<file path="config.mk">
export PLATFORM = sky130hd
export DESIGN_NAME = cat_cell
export DESIGN_NICKNAME = d
export VERILOG_FILES = /design/src/cat_pkg.sv /design/src/cat_cell.sv
export SDC_FILE = /design/constraint.sdc
export NUM_CORES = 1
export LEC_CHECK = 0
export BUFFER_PORTS_ARGS = -buffer_cell sky130_fd_sc_hd__buf_2
export CAP_MARGIN = 20
export CORE_AREA = 2 2 253 255
export CTS_CLUSTER_DIAMETER = 200
export CTS_CLUSTER_SIZE = 40
export DETAILED_ROUTE_END_ITERATION = 10
export DIE_AREA = 0 0 255 257
export SYNTH_ARGS = -nofsm -noshare
export SYNTH_HDL_FRONTEND = slang
export SYNTH_SLANG_ARGS = --single-unit
export TNS_END_PERCENT = 10
</file>
<file path="constraint.sdc">
create_clock -name i_clk -period 5.1 [get_ports i_clk]
set_clock_uncertainty 0.2 [all_clocks]
set_input_delay 0.255 -clock i_clk [delete_from_list [all_inputs] [get_ports i_clk]]
set_output_delay 0.255 -clock i_clk [all_outputs]
set_load 0.01 [all_outputs]
</file>
<file path="src/cat_pkg.sv">
// Shared types and constants for the compacting allocation table.
package cat_pkg;

    localparam int DEFAULT_DEPTH = 64;
    localparam int ADDR_W        = 64;
    localparam int THREAD_W      = 32;
    localparam int SIZE_W        = 32;
    localparam int SEQ_W         = 31;
    localparam int LIVE_CNT_W    = 7;
    localparam int BYTES_W       = 48;
    localparam int OP_W          = 2;
    localparam int STATUS_W      = 2;
    localparam int IN_DATA_W     = 160;
    localparam int OUT_DATA_W    = 216;

    typedef enum logic [OP_W-1:0] {
        OP_ADD    = 2'd0,
        OP_REMOVE = 2'd1,
        OP_CLEAR  = 2'd2
    } t_op;

    typedef enum logic [STATUS_W-1:0] {
        ST_OK        = 2'd0,
        ST_FULL      = 2'd1,
        ST_NOT_FOUND = 2'd2,
        ST_ZERO_ADDR = 2'd3
    } t_status;

    typedef struct packed {
        logic [SEQ_W-1:0]    seq;
        logic [SIZE_W-1:0]   size;
        logic [THREAD_W-1:0] thread;
        logic [ADDR_W-1:0]   addr;
    } t_rec;

    typedef struct packed {
        logic add;
        logic clear;
        logic start;
        t_rec rec;
    } t_cmd;

endpackage

</file>
<file path="src/cat_cell.sv">
// One table entry: holds a record, matches the search key and shifts down under the token.
module cat_cell import cat_pkg::*; #(
    parameter int CNT_W = 7,
    parameter int IDX   = 0
) (
    input  logic             i_clk,
    input  logic             i_rst_n,
    input  t_cmd             i_cmd,
    input  logic [CNT_W-1:0] i_count,
    input  logic             i_tok,
    input  logic             i_found,
    input  logic             i_next_valid,
    input  t_rec             i_next_rec,
    output logic             o_valid,
    output t_rec             o_rec,
    output logic             o_tok,
    output logic             o_found,
    output logic             o_done,
    output logic             o_hit_done,
    output logic             o_take,
    output t_rec             o_take_rec
);

    logic r_valid;
    logic r_tok;
    logic r_found;
    t_rec r_rec;
    logic match;
    logic shift;
    logic last;
    logic write;

    assign match  = r_valid && (r_rec.addr == i_cmd.rec.addr);
    assign shift  = r_tok && (r_found || match);
    assign last   = !i_next_valid;
    assign write  = i_cmd.add && (i_count == CNT_W'(IDX));

    assign o_valid    = r_valid;
    assign o_rec      = r_rec;
    assign o_tok      = r_tok && !last;
    assign o_found    = r_found || match;
    assign o_done     = r_tok && last;
    assign o_hit_done = r_tok && last && (r_found || match);
    assign o_take     = r_tok && !r_found && match;
    assign o_take_rec = o_take ? r_rec : '0;

    always_ff @(posedge i_clk) begin
        if (!i_rst_n || i_cmd.clear) begin
            r_valid <= 1'b0;
            r_tok   <= 1'b0;
            r_found <= 1'b0;
        end else begin
            r_tok   <= i_tok;
            r_found <= i_found;
            if (write) begin
                r_valid <= 1'b1;
            end else if (shift) begin
                r_valid <= i_next_valid;
            end
        end
    end

    always_ff @(posedge i_clk) begin
        if (write) begin
            r_rec <= i_cmd.rec;
        end else if (shift) begin
            r_rec <= i_next_rec;
        end
    end

endmodule

</file>
==> results.md, run 1 <==
* Count of final setup violators at 0
* Die footprint at about 0.066 sq mm
* Layout cells sized above 1 at between 30% and 40%
* Avg Vias per Cell at 3.866
* Number of instances in the synthesized netlist at about 1000
* Count of port buffers added during placement at around 660
* Count of synthesis-stage warnings from yosys at 0
* Clock buffer count from CTS at 17
* Number of cells in the finished layout apart from fillers at approximately 2800
* Count of pins on the block boundary at ~660
* DRC errors left at 0
* Period Utilization, post-route at around nine tenths
* Commonest register cell after synthesis: edfxtp_1
* Site row count at approximately 90
* Total wirelength of the detailed-routed design at ~48 mm
* Number of clock sinks seen by CTS at about 160
* Sequential-to-total area share from yosys stat at 54.03%
* Worst supply voltage drop on vdd at around 0.25 mV
* TritonCTS clock tree: built
* Power density over the cells at 197.0 mW/mm^2
* Root cell of the clock tree: clkbuf_16
* Layout overhead on the synthesized area at 91.82%
* Cell area after synthesis at 0.008947 sq mm
* First drt pass iteration count at 5
* Kind of end point of the critical path: output port
* WS Path Type: reg -> out
* Top layer in use: met5
* Top library cells by usage in the layout, fill and taps aside: 655 x buf_2, 470 x nand2_1, 324 x dlygate4sd3_1
* Routability congestion estimate at about 0.8
* Starting Density at around 14%
* Smallest hold slack at about 0.07 ns
* Largest net degree at the start of global routing at 83
* Met2 routed WL at between 20 and 25 mm
* Unique cell type count in the Yosys netlist at 33
* Number of cells on the worst reg-to-reg path at 7
* Final max-slew violation count at 0
* Max Fanout on Critical Path at between 80 and 90
* Overall track demand over capacity in global routing at approximately 14%
* Arrival time of data at the critical path endpoint at between 4 and 5 ns
* Power Total at approximately 3400 uW
* Async set-reset flop share out of synthesis at 0%
* Number of fill cells at roughly 6600
* Iter 0 DRT Violations at roughly 550
* Maximum buffer depth of the clock tree at 2
* Die width at around 260 um
* Wire length on met3 at ~4.4 mm
* Worst hold path type: in -> reg
* HPWL after DPL at between 30 and 40 mm
* Clock Latency Late Sink at ~0.47 ns
* Final hold violation count at 0
* Cell total after placement at around 2500
* Post-CTS setup-driven buffer insertion count at 0
* Area used by multi-input combinational logic at just under 0.004 sq mm
* Logic pwr share at approximately 15%
* Vias after detailed routing at around 11000
* Maximum level of the CTS H-tree at 4
* Die height at between 200 and 300 um
* Sequential cell fraction of total power at 43.9%
* Part of the total power dissipated in the clock network at roughly 41%
* Global-route wire length before repair at ~66 mm
* Relative slew slack at 40.85%
* Sum of negative setup slack at 0 ns
* Number of enable-type register cells in the synthesized netlist at around 160
* Core utilization of the finished layout at about 27%
* Number of global-route vias before repair at approximately 11000
* Clock slew at the register clock pins of the worst setup and hold paths at 0.07 ns
* Maximum clock frequency at between 200 and 250 MHz
* Leak at ~0.0082 uW
* Seq. cell area at a little under 0.005 sq mm
* Commonest non-fill, non-tap cell in the layout: buf_2
* Crit path launch type: flop
* Initial antenna violation count at 15
* Aggregate global routing overflow at 0
* Mean instance size in the synthesized netlist at between 8 and 9 sq um
* Flop and latch count out of synthesis at ~160
* Switching part of the total power at approximately a quarter
* Cell internal pwr at roughly 2600 uW
* Power dissipated by switching net loads at slightly above 800 uW
* Final worst path period need at 4.631 ns
* Average detailed-routed wire length per instance at about 17 um
* Net count of the mapped netlist at roughly 1300
* Required time worst endpoint at around 4.6 ns
* Total number of nets in the final design at around 2300
* Antenna-violating nets left at 0
* Met1 wire length at between 15 and 20 mm
* Maxcap violations at 0
* Worst-Margin Slew at between 0.8 and 0.9 ns
* Cells on Worst Hold Path at 3
* Outcome: finished, final reports clean
* Setup repair after global routing missed its margin: false
* Core ar. at approximately 0.063 sq mm
==> stage by stage <==
step | area, sq um | worst slack, ns
floorplan | 8950 | 1.198
global placement | 13300 | 0.8885
detailed placement | 13300 | 0.6843
CTS | 17140 | 0.1138
global route | 17160 | 0.1490
finish | 17160 | 0.4686
==> logic make-up (layout without fill, tap and decap cells) <==
family / Yosys count / count (layout) / share of synthesized area (%)
simple gates: 711 / 711 / 36.82
flops: 162 / 162 / 54.03
other cells: 0 / 5 / 0
xor+xnor: 49 / 49 / 4.797
buf+inv: 63 / 1044 / 2.881
compound gates: 19 / 19 / 1.468
==> worst paths after layout <==
kind	startpoint	to	slack, ns
worst max-delay path	o_rec[28]	o_take_rec[84]	0.47
worst min-delay path	i_cmd[59]	o_rec[59]	0.07
worst max register to register	o_rec[1]	o_rec[82]	1.19
worst min register to register	r_found	o_valid	1.11
==> sequential cells by signal, summed over array words and instances (netlist names) <==
signal,count
o_valid,1
r_found,1
o_rec,159
r_tok,1
==> critical path, stage by stage, from the launching register on <==
cell and delay [ns]:
edfxtp_1 0.45, xnor2_2 0.41, nand4_1 0.48, nor4_2 0.56, nand3_1 0.37, nor4b_4 0.36, buf_4 0.55, and2_1 0.25
buf_2 0.14
==> metal layers <==
metal / vias to the layer above / GRT usage [%]
met5: - / 0
li1: 5197 / -
met3: 84 / 4.795
met1: 5082 / 15.65
met4: 12 / 7.115
met2: 588 / 23.24
==> cell usage after synthesis (2+ instances only) <==
master / count / area (sq um)
nor4b_1: 3 / 26.28
edfxtp_1: 159 / 4775
and2_1: 162 / 1013
nand2b_1: 26 / 162.7
nor2_1: 2 / 7.510
nor2b_1: 4 / 25.02
inv_1: 11 / 41.29
o21ai_0: 8 / 40.04
buf_1: 6 / 22.52
nand3_1: 5 / 25.02
xnor2_1: 48 / 420.4
nor4_1: 8 / 50.05
dfxtp_1: 3 / 60.06
clkbuf_1: 33 / 123.9
nand2_1: 472 / 1772
nor3_1: 2 / 10.01
and4_1: 3 / 26.28
nand4_1: 21 / 131.4
o22ai_1: 2 / 12.51
o2111ai_1: 4 / 35.03
clkbuf_2: 10 / 50.05
==> repair_timing <==
action / 4_1_cts / 5_1_grt
endpoints found under the setup margin: 0 / 159
endpoints found under the hold margin: 162 / 0
hold buffers: 324 / 0
resized for setup: 0 / 1
==> layout make-up <==
cell class | instances | area share, %
tap | 846 | 6.168
antenna | 5 | 0.07290
inverter | 12 | 0.2916
sequential | 162 | 28.17
clock inverter | 11 | 0.8967
multi-input combinational | 779 | 22.64
timing repair buffer | 1000 | 39.13
clock buffer | 21 | 2.624
==> power groups by stage <==
stage | logic, uW | registers (uW) | clock network, uW
after floorplan | 96.2 | 1520 | 0
after global placement | 298 | 1520 | 0
after detailed placement | 302 | 1520 | 0
after CTS | 498 | 1490 | 1460
after global routing | 548 | 1490 | 1490
final | 503 | 1490 | 1390
No activity file was read; power rests on OpenSTA's default activity.
==> inputs of run 2 (changes only) <==
RECOVER_POWER = 50   (was not set)
==> run 2 against run 1 <==
The flow now finishes with violations (max-capacitance violations, max-slew violations). Global-route usage unchanged. Total power down 0.11%. Critical path type unchanged. Wire length about the same. Largest cell class unchanged. Maximum frequency about the same. Sequential power about the same. Core utilization down 0.38 points. Hold slack better by 0.0020 ns. First-iteration DRC count up 1.8%. Count of clock-buffer cells in the layout unchanged. Final area down 1.4%. Via count down 0.13%.
==> results.md, run 2 (synthesized netlist as in run 1, its figures left out) <==
* Outcome: finished with violations
* Violations in the final reports: max-capacitance violations, max-slew violations
* Required time worst endpoint at 4.64 ns (about the same)
* Maxcap violations at 1 (+1)
* Global-route wire length before repair at 65.81 mm (unchanged)
* Relative slew slack at -7.504% (-48 points)
* Setup repair after global routing missed its margin: false
* Number of cells in the finished layout apart from fillers at 2835 (-0.035%)
* Total number of nets in the final design at 2305 (unchanged)
* Clock slew at the register clock pins of the worst setup and hold paths at 0.07 ns (about the same)
* Layout overhead on the synthesized area at 89.16%
* Count of port buffers added during placement at 655 (unchanged)
* Die height at 257 um (unchanged)
* Final max-slew violation count at 32 (+32)
* Core ar. at 0.06274 sq mm (unchanged)
* Largest net degree at the start of global routing at 83 (unchanged)
* Overall track demand over capacity in global routing at 13.93% (unchanged)
* Worst-Margin Slew at 1.609 ns (+0.7337 ns)
* First drt pass iteration count at 5 (unchanged)
* WS Path Type: reg -> out
* Count of buffer and inverter cells on the critical path at 2 (unchanged)
* Power density over the cells at 199.6 mW/mm^2 (+1.3%)
* Worst hold path type: in -> reg
* Average detailed-routed wire length per instance at 16.79 um (about the same)
* Routability congestion estimate at 0.8031 (unchanged)
* Sequence of cells on the critical path: xnor2_2 -> nand4_1 -> nor4_2 -> nand3_1 -> nor4b_4 -> buf_4 -> and2_1 -> buf_2
* Number of clock sinks seen by CTS at 162 (unchanged)
* Die footprint at 0.06554 sq mm (unchanged)
* Final worst path period need at 4.630 ns (-0.001495 ns)
* Arrival time of data at the critical path endpoint at 4.17 ns (about the same)
* Aggregate global routing overflow at 0 (unchanged)
* Count of final setup violators at 0 (unchanged)
* Max incr delay on CP at 0.57 ns (about the same)
* Maximum buffer depth of the clock tree at 2 (unchanged)
* Crit path launch type: flop
* Iter 0 DRT Violations at 562 (+1.8%)
* Initial antenna violation count at 14 (-1)
* Clock buffer count from CTS at 17 (unchanged)
* Commonest non-fill, non-tap cell in the layout: buf_2
* Layout cells sized above 1 at 27.51% (-8.3 points)
* Starting Density at 14.26% (unchanged)
* Post-CTS setup-driven buffer insertion count at 0 (unchanged)
* Max Fanout on Critical Path at 82 (unchanged)
* Top library cells by usage in the layout, fill and taps aside: 493 x buf_2, 471 x nand2_1, 324 x dlygate4sd3_1
* Leak at 0.007748 uW (-5.8%)
* Avg Vias per Cell at 3.862 (about the same)
* Maximum level of the CTS H-tree at 4 (unchanged)
* Worst supply voltage drop on vdd at 0.2505 mV (about the same)
* Final hold violation count at 0 (unchanged)
* Number of global-route vias before repair at 10760 (unchanged)
* Period Utilization, post-route at 90.78% (about the same)
* Die width at 255 um (unchanged)
* Delay-heaviest family, CP: simple AND/OR/NAND/NOR gates
* Max FFs per register at 159 (unchanged)
* Maximum clock frequency at 216.0 MHz (about the same)
* Cell total after placement at 2475 (unchanged)
* Kind of end point of the critical path: output port
* Root cell of the clock tree: clkbuf_16
* Site row count at 92 (unchanged)
* Vias after detailed routing at 10950 (-0.13%)
* DRC errors left at 0 (unchanged)
* HPWL after DPL at 35.99 mm (unchanged)
* Power Total at 3378 uW (-0.11%)
* Count of pins on the block boundary at 657 (unchanged)
* Number of fill cells at 6745 (+1.9%)
* Total wirelength of the detailed-routed design at 47.60 mm (about the same)
* Clock Latency Late Sink at 0.47 ns (about the same)
* Highest-delay cell along the critical path: nor4_2
* TritonCTS clock tree: built
* Core utilization of the finished layout at 26.98% (-0.38 points)
* Antenna-violating nets left at 0 (unchanged)
* Sum of negative setup slack at 0 ns (unchanged)
[run 2: layout make-up]
cell class	instances	area, sq um	share of cell area [%]
timing repair buffer	1000	6489	38.34
sequential	162	4835	28.57
multi-input combinational	779	3879	22.92
tap	846	1059	6.254
clock buffer	21	450.4	2.661
clock inverter	11	153.9	0.9093
inverter	12	50.05	0.2957
antenna	4	10.01	0.05914
[run 2: repair_timing]
action | in CTS | in global routing
endpoints found under the hold margin | 162 | 0
gates resized for setup | 0 | 1
hold buffers | 324 | 0
endpoints found under the setup margin | 0 | 159
[run 2: worst paths after layout]
check / start / endpoint / slack, ns / cells past startpoint
setup / recovery: o_rec[28] / o_take_rec[84] / 0.47 / 8
hold / removal: i_cmd[59] / o_rec[59] / 0.07 / 3
setup reg to reg: o_rec[1] / o_rec[82] / 1.20 / 7
hold reg to reg: r_found / o_valid / 1.11 / 3
[run 2: worst register-to-register path: cells and delay by family (launching register included)]
| kind | cells | cell delay (ns) |
|---|---|---|
| simple gates | 4 | 1.64 |
| flops | 1 | 0.49 |
| compound gates | 1 | 0.22 |
| buf+inv | 1 | 0.33 |
| xor+xnor | 1 | 0.67 |
[run 2: routing by layer]
layer  track usage [%]  share of wire (%)  wire length, um
met5                 0               0.18               84
met4             7.115                4.3             2068
met3             4.795                9.3             4412
met2             23.24                 47            22270
met1             15.65                 39            18760
[run 2: power breakdown]
group,switching [uW],internal [uW],total (uW),leakage [uW]
combinational,189,311,500,0.00600
sequential,11.3,1470,1490,0.00146
clock,604,787,1390,0.000288
total,804,2570,3380,0.00775
[run 2: through the flow]
stage | setup slack, ns | instance area, sq um | hold WS (ns)
floorplan | 1.198 | 8950 | 0.1767
global placement | 0.8885 | 13300 | 0.2619
detailed placement | 0.6843 | 13300 | 0.2693
CTS | 0.1138 | 17140 | 0.01890
global route | 0.1474 | 16920 | 0.06187
finish | 0.4701 | 16930 | 0.07010
==> inputs of run 3 (changes only) <==
ABC_AREA = 1   (was not set)
ABC_CLOCK_PERIOD_IN_PS = 5100   (was not set)
CORE_AREA = 2 2 257 259   (was 2 2 253 255)
DIE_AREA = 0 0 259 261   (was 0 0 255 257)
==> run 3 against run 2 <==
Clock power down 9%. Critical path depth down 2. The run still ends with max-capacitance violations, max-slew violations left. Synthesized cell count up 9.8%. Largest cell class unchanged. Hold slack worse by 0.015 ns. Core utilization about the same. Setup slack better by 0.16 ns. Global-route usage up 0.079 points. Total power down 2.7%. Wire length up 4.6%. First-iteration DRC count up 27%. Register-to-register slack better by 0.38 ns.
==> results.md, run 3 <==
* Leading cell type by number of instances after synthesis: nand2_1
* Top cell type by total area after synthesis: edfxtp_1
* Site row count at 94 (+2.2%)
* Total number of nets in the final design at 2404 (+4.3%)
* Maximum clock frequency at 223.9 MHz (+3.6%)
* Max incr delay on CP at 1.48 ns (+0.91 ns)
* Max FFs per register at 159 (unchanged)
* Global-route wire length before repair at 68.75 mm (+4.5%)
* Number of clock sinks seen by CTS at 162 (unchanged)
* Count of synthesis-stage warnings from yosys at 0 (unchanged)
* Arrival time of data at the critical path endpoint at 4.48 ns (+0.31 ns)
* Source of the worst register-to-register timing path: o_rec[50]
* Root cell of the clock tree: clkbuf_16
* Count of buffer and inverter cells on the critical path at 4 (+2)
* Count of pins on the block boundary at 657 (unchanged)
* Largest net degree at the start of global routing at 140 (+69%)
* Clock Latency Late Sink at 0.48 ns (about the same)
* Count of final setup violators at 0 (unchanged)
* Final worst path period need at 4.467 ns (-0.1630 ns)
* Antenna-violating nets left at 0 (unchanged)
* Iter 0 DRT Violations at 716 (+27%)
* Final hold violation count at 0 (unchanged)
* Commonest register cell after synthesis: edfxtp_1
* Overall track demand over capacity in global routing at 14.01% (+0.079 points)
* Maximum buffer depth of the clock tree at 2 (unchanged)
* Async set-reset flop share out of synthesis at 0% (unchanged)
* Sequence of cells on the critical path: buf_2 -> nand3_1 -> clkbuf_1 -> buf_4 -> mux2_2 -> dlygate4sd3_1
* Layout cells sized above 1 at 35.36% (+7.9 points)
* Wire length on met3 at 3.095 mm (-30%)
* Worst Setup SP: i_cmd[161]
* Terminus of the critical flop-to-flop path: o_rec[126]
* Unique cell type count in the Yosys netlist at 27 (-18%)
* Clock slew at the register clock pins of the worst setup and hold paths at 0.07 ns (about the same)
* Commonest non-fill, non-tap cell in the layout: buf_2
* Smallest hold slack at 0.05532 ns (-0.01478 ns)
* Area used by multi-input combinational logic at 0.003799 sq mm (-2.1%)
* Net count of the mapped netlist at 1435 (+7.3%)
* Ranking of synthesized cells by area: edfxtp_1 49%, mux2_2 12%, nand2_1 8.6%
* WS Path Type: in -> reg
* Core ar. at 0.06504 sq mm (+3.7%)
* Violations in the final reports: max-capacitance violations, max-slew violations
* Final max-slew violation count at 139 (+330%)
* Average detailed-routed wire length per instance at 16.87 um (+0.45%)
* Top library cells by usage in the layout, fill and taps aside: 493 x buf_2, 324 x dlygate4sd3_1, 222 x nand2_1
* Worst supply voltage drop on vdd at 0.2429 mV (-3.1%)
* Met1 wire length at 21.91 mm (+17%)
* Post-CTS setup-driven buffer insertion count at 0 (unchanged)
* Post-route design area at 0.01756 sq mm (+3.7%)
* Top layer in use: met5
* Setup repair after global routing missed its margin: false
* Sum of negative setup slack at 0 ns (unchanged)
* Sequential-to-total area share from yosys stat at 49.83% (-4.2 points)
* Maximum level of the CTS H-tree at 4 (unchanged)
* DRC errors left at 0 (unchanged)
* Setup slack, reg-to-reg at 1.58 ns (+0.38 ns)
* Die width at 259 um (+1.6%)
* First drt pass iteration count at 5 (unchanged)
* Mean instance size in the synthesized netlist at 8.805 sq um (-1.2%)
* Delay-heaviest family, CP: buffers and inverters
* Total wirelength of the detailed-routed design at 49.77 mm (+4.6%)
* Cell area after synthesis at 0.009703 sq mm (+8.4%)
* Clock buffer count from CTS at 17 (unchanged)
* Seq. cell area at 0.004835 sq mm (unchanged)
* Avg Vias per Cell at 3.847 (-0.39%)
* Number of enable-type register cells in the synthesized netlist at 159 (unchanged)
* Maxcap violations at 2 (+1)
* Flop and latch count out of synthesis at 162 (unchanged)
* HPWL after DPL at 37.63 mm (+4.6%)
* Worst-Margin Slew at 1.969 ns (+0.3598 ns)
* Max Fanout on Critical Path at 37 (-55%)
* TritonCTS clock tree: built
* Routability congestion estimate at 0.8664 (+7.9%)
* Initial antenna violation count at 7 (-7)
* Cells on Worst Hold Path at 5 (+2)
* Timing endpoint of the critical path: o_rec[78]
* Number of cells on the worst reg-to-reg path at 10 (+3)
* Starting Density at 14.92% (+0.66 points)
* Power density over the cells at 187.2 mW/mm^2 (-6.2%)
* WP depth at 6 (-2)
* Number of global-route vias before repair at 11060 (+2.8%)
* Required time worst endpoint at 5.12 ns (+0.48 ns)
* Count of port buffers added during placement at 655 (unchanged)
* Outcome: finished with violations
* Met2 routed WL at 23.76 mm (+6.7%)
* Post-detailed-placement cell area at 0.01398 sq mm (+5.2%)
* Leak at 0.008489 uW (+9.6%)
* Fraction of post-synthesis cell area in the top cell type by area at 49.21% (-4.2 points)
* Power Total at 3287 uW (-2.7%)
* Most common library cells after synthesis: 223 x nand2_1, 220 x inv_1, 159 x edfxtp_1
* Die height at 261 um (+1.6%)
* Vias after detailed routing at 11350 (+3.7%)
* Kind of end point of the critical path: flop
* Number of instances in the synthesized netlist at 1102 (+9.8%)
* Worst hold path type: in -> reg
* Highest-delay cell along the critical path: clkbuf_1
* Crit path launch type: primary input
* Number of fill cells at 6990 (+3.6%)
* Period Utilization, post-route at 87.59% (-3.2 points)
* Layout overhead on the synthesized area at 80.95%
* Aggregate global routing overflow at 0 (unchanged)
* Relative slew slack at -31.23% (-24 points)
* Die footprint at 0.06760 sq mm (+3.1%)
==> run 3: changes by cell type in the layout (fill, tap and decap cells not counted), moves of 89 or more <==
cell / before / now
mux2_2: 0 / 104
nor2_1: 2 / 132
and2_1: 162 / 0
nand2_1: 471 / 222
inv_1: 11 / 220
nor2_2: 0 / 89
==> run 3: tightest hold or removal path, delay by kind of cell <==
family                 cells  cell delay [ns]
buffers and inverters      1             0.10
AO/OA/AOI/OAI              1             0.11
AND/OR/NAND/NOR            3             0.22
==> run 3: timing repair <==
item,4_1_cts,5_1_grt
hold buffers,324,0
resized for setup,0,0
endpoints found under the hold margin,162,0
setup endpoints to repair,0,0
==> run 3: cells by family after synthesis <==
logic type	after synthesis	share of synthesized area, %
compound gates	68	3.559
xor+xnor	12	1.083
buf+inv	269	11.28
flops	162	49.83
mux	104	12.07
simple gates	487	22.18
==> run 3: worst min-delay path by stage <==
stage / slack (ns) / startpoint / to
6_report: 0.06 / i_next_valid / o_valid
3_5_place_dp: 0.28 / i_found / r_found
3_3_place_gp: 0.28 / i_tok / r_tok
5_1_grt: 0.07 / i_next_valid / o_valid
2_1_floorplan: 0.17 / i_found / r_found
4_1_cts: 0.01 / i_next_valid / o_valid
==> run 3: layer usage <==
metal | global-route usage, % | up-vias
li1 | - | 5414
met5 | 0 | -
met2 | 23.51 | 509
met3 | 2.662 | 64
met1 | 18.11 | 5363
met4 | 4.512 | 2
==> run 3: area by class of cell <==
class	instances	share of cell area, %
Timing Repair Buffer	990	36.64
Multi-Input combinational cell	671	21.63
Clock buffer	18	2.444
Antenna cell	3	0.04276
Inverter	229	4.896
Tap cell	864	6.157
Sequential cell	162	27.54
Clock inverter	14	0.6556
==> run 3: report_power, final <==
group / total [uW] / internal, uW / switching (uW) / leakage (uW)
clock: 1270 / 637 / 637 / 0.000262
combinational: 530 / 324 / 206 / 0.00677
sequential: 1480 / 1470 / 8.17 / 0.00146
total: 3290 / 2440 / 851 / 0.00849
==> run 3: per-stage QoR <==
stage / utilization, % / setup slack, ns / instances
floorplan: - / 1.313 / 1102
global placement: 21.50 / 1.380 / 2592
detailed placement: 21.50 / 1.357 / 2592
CTS: 27.32 / 0.7955 / 2948
global route: 27.00 / 0.3657 / 2951
finish: 27.00 / 0.6331 / 2951
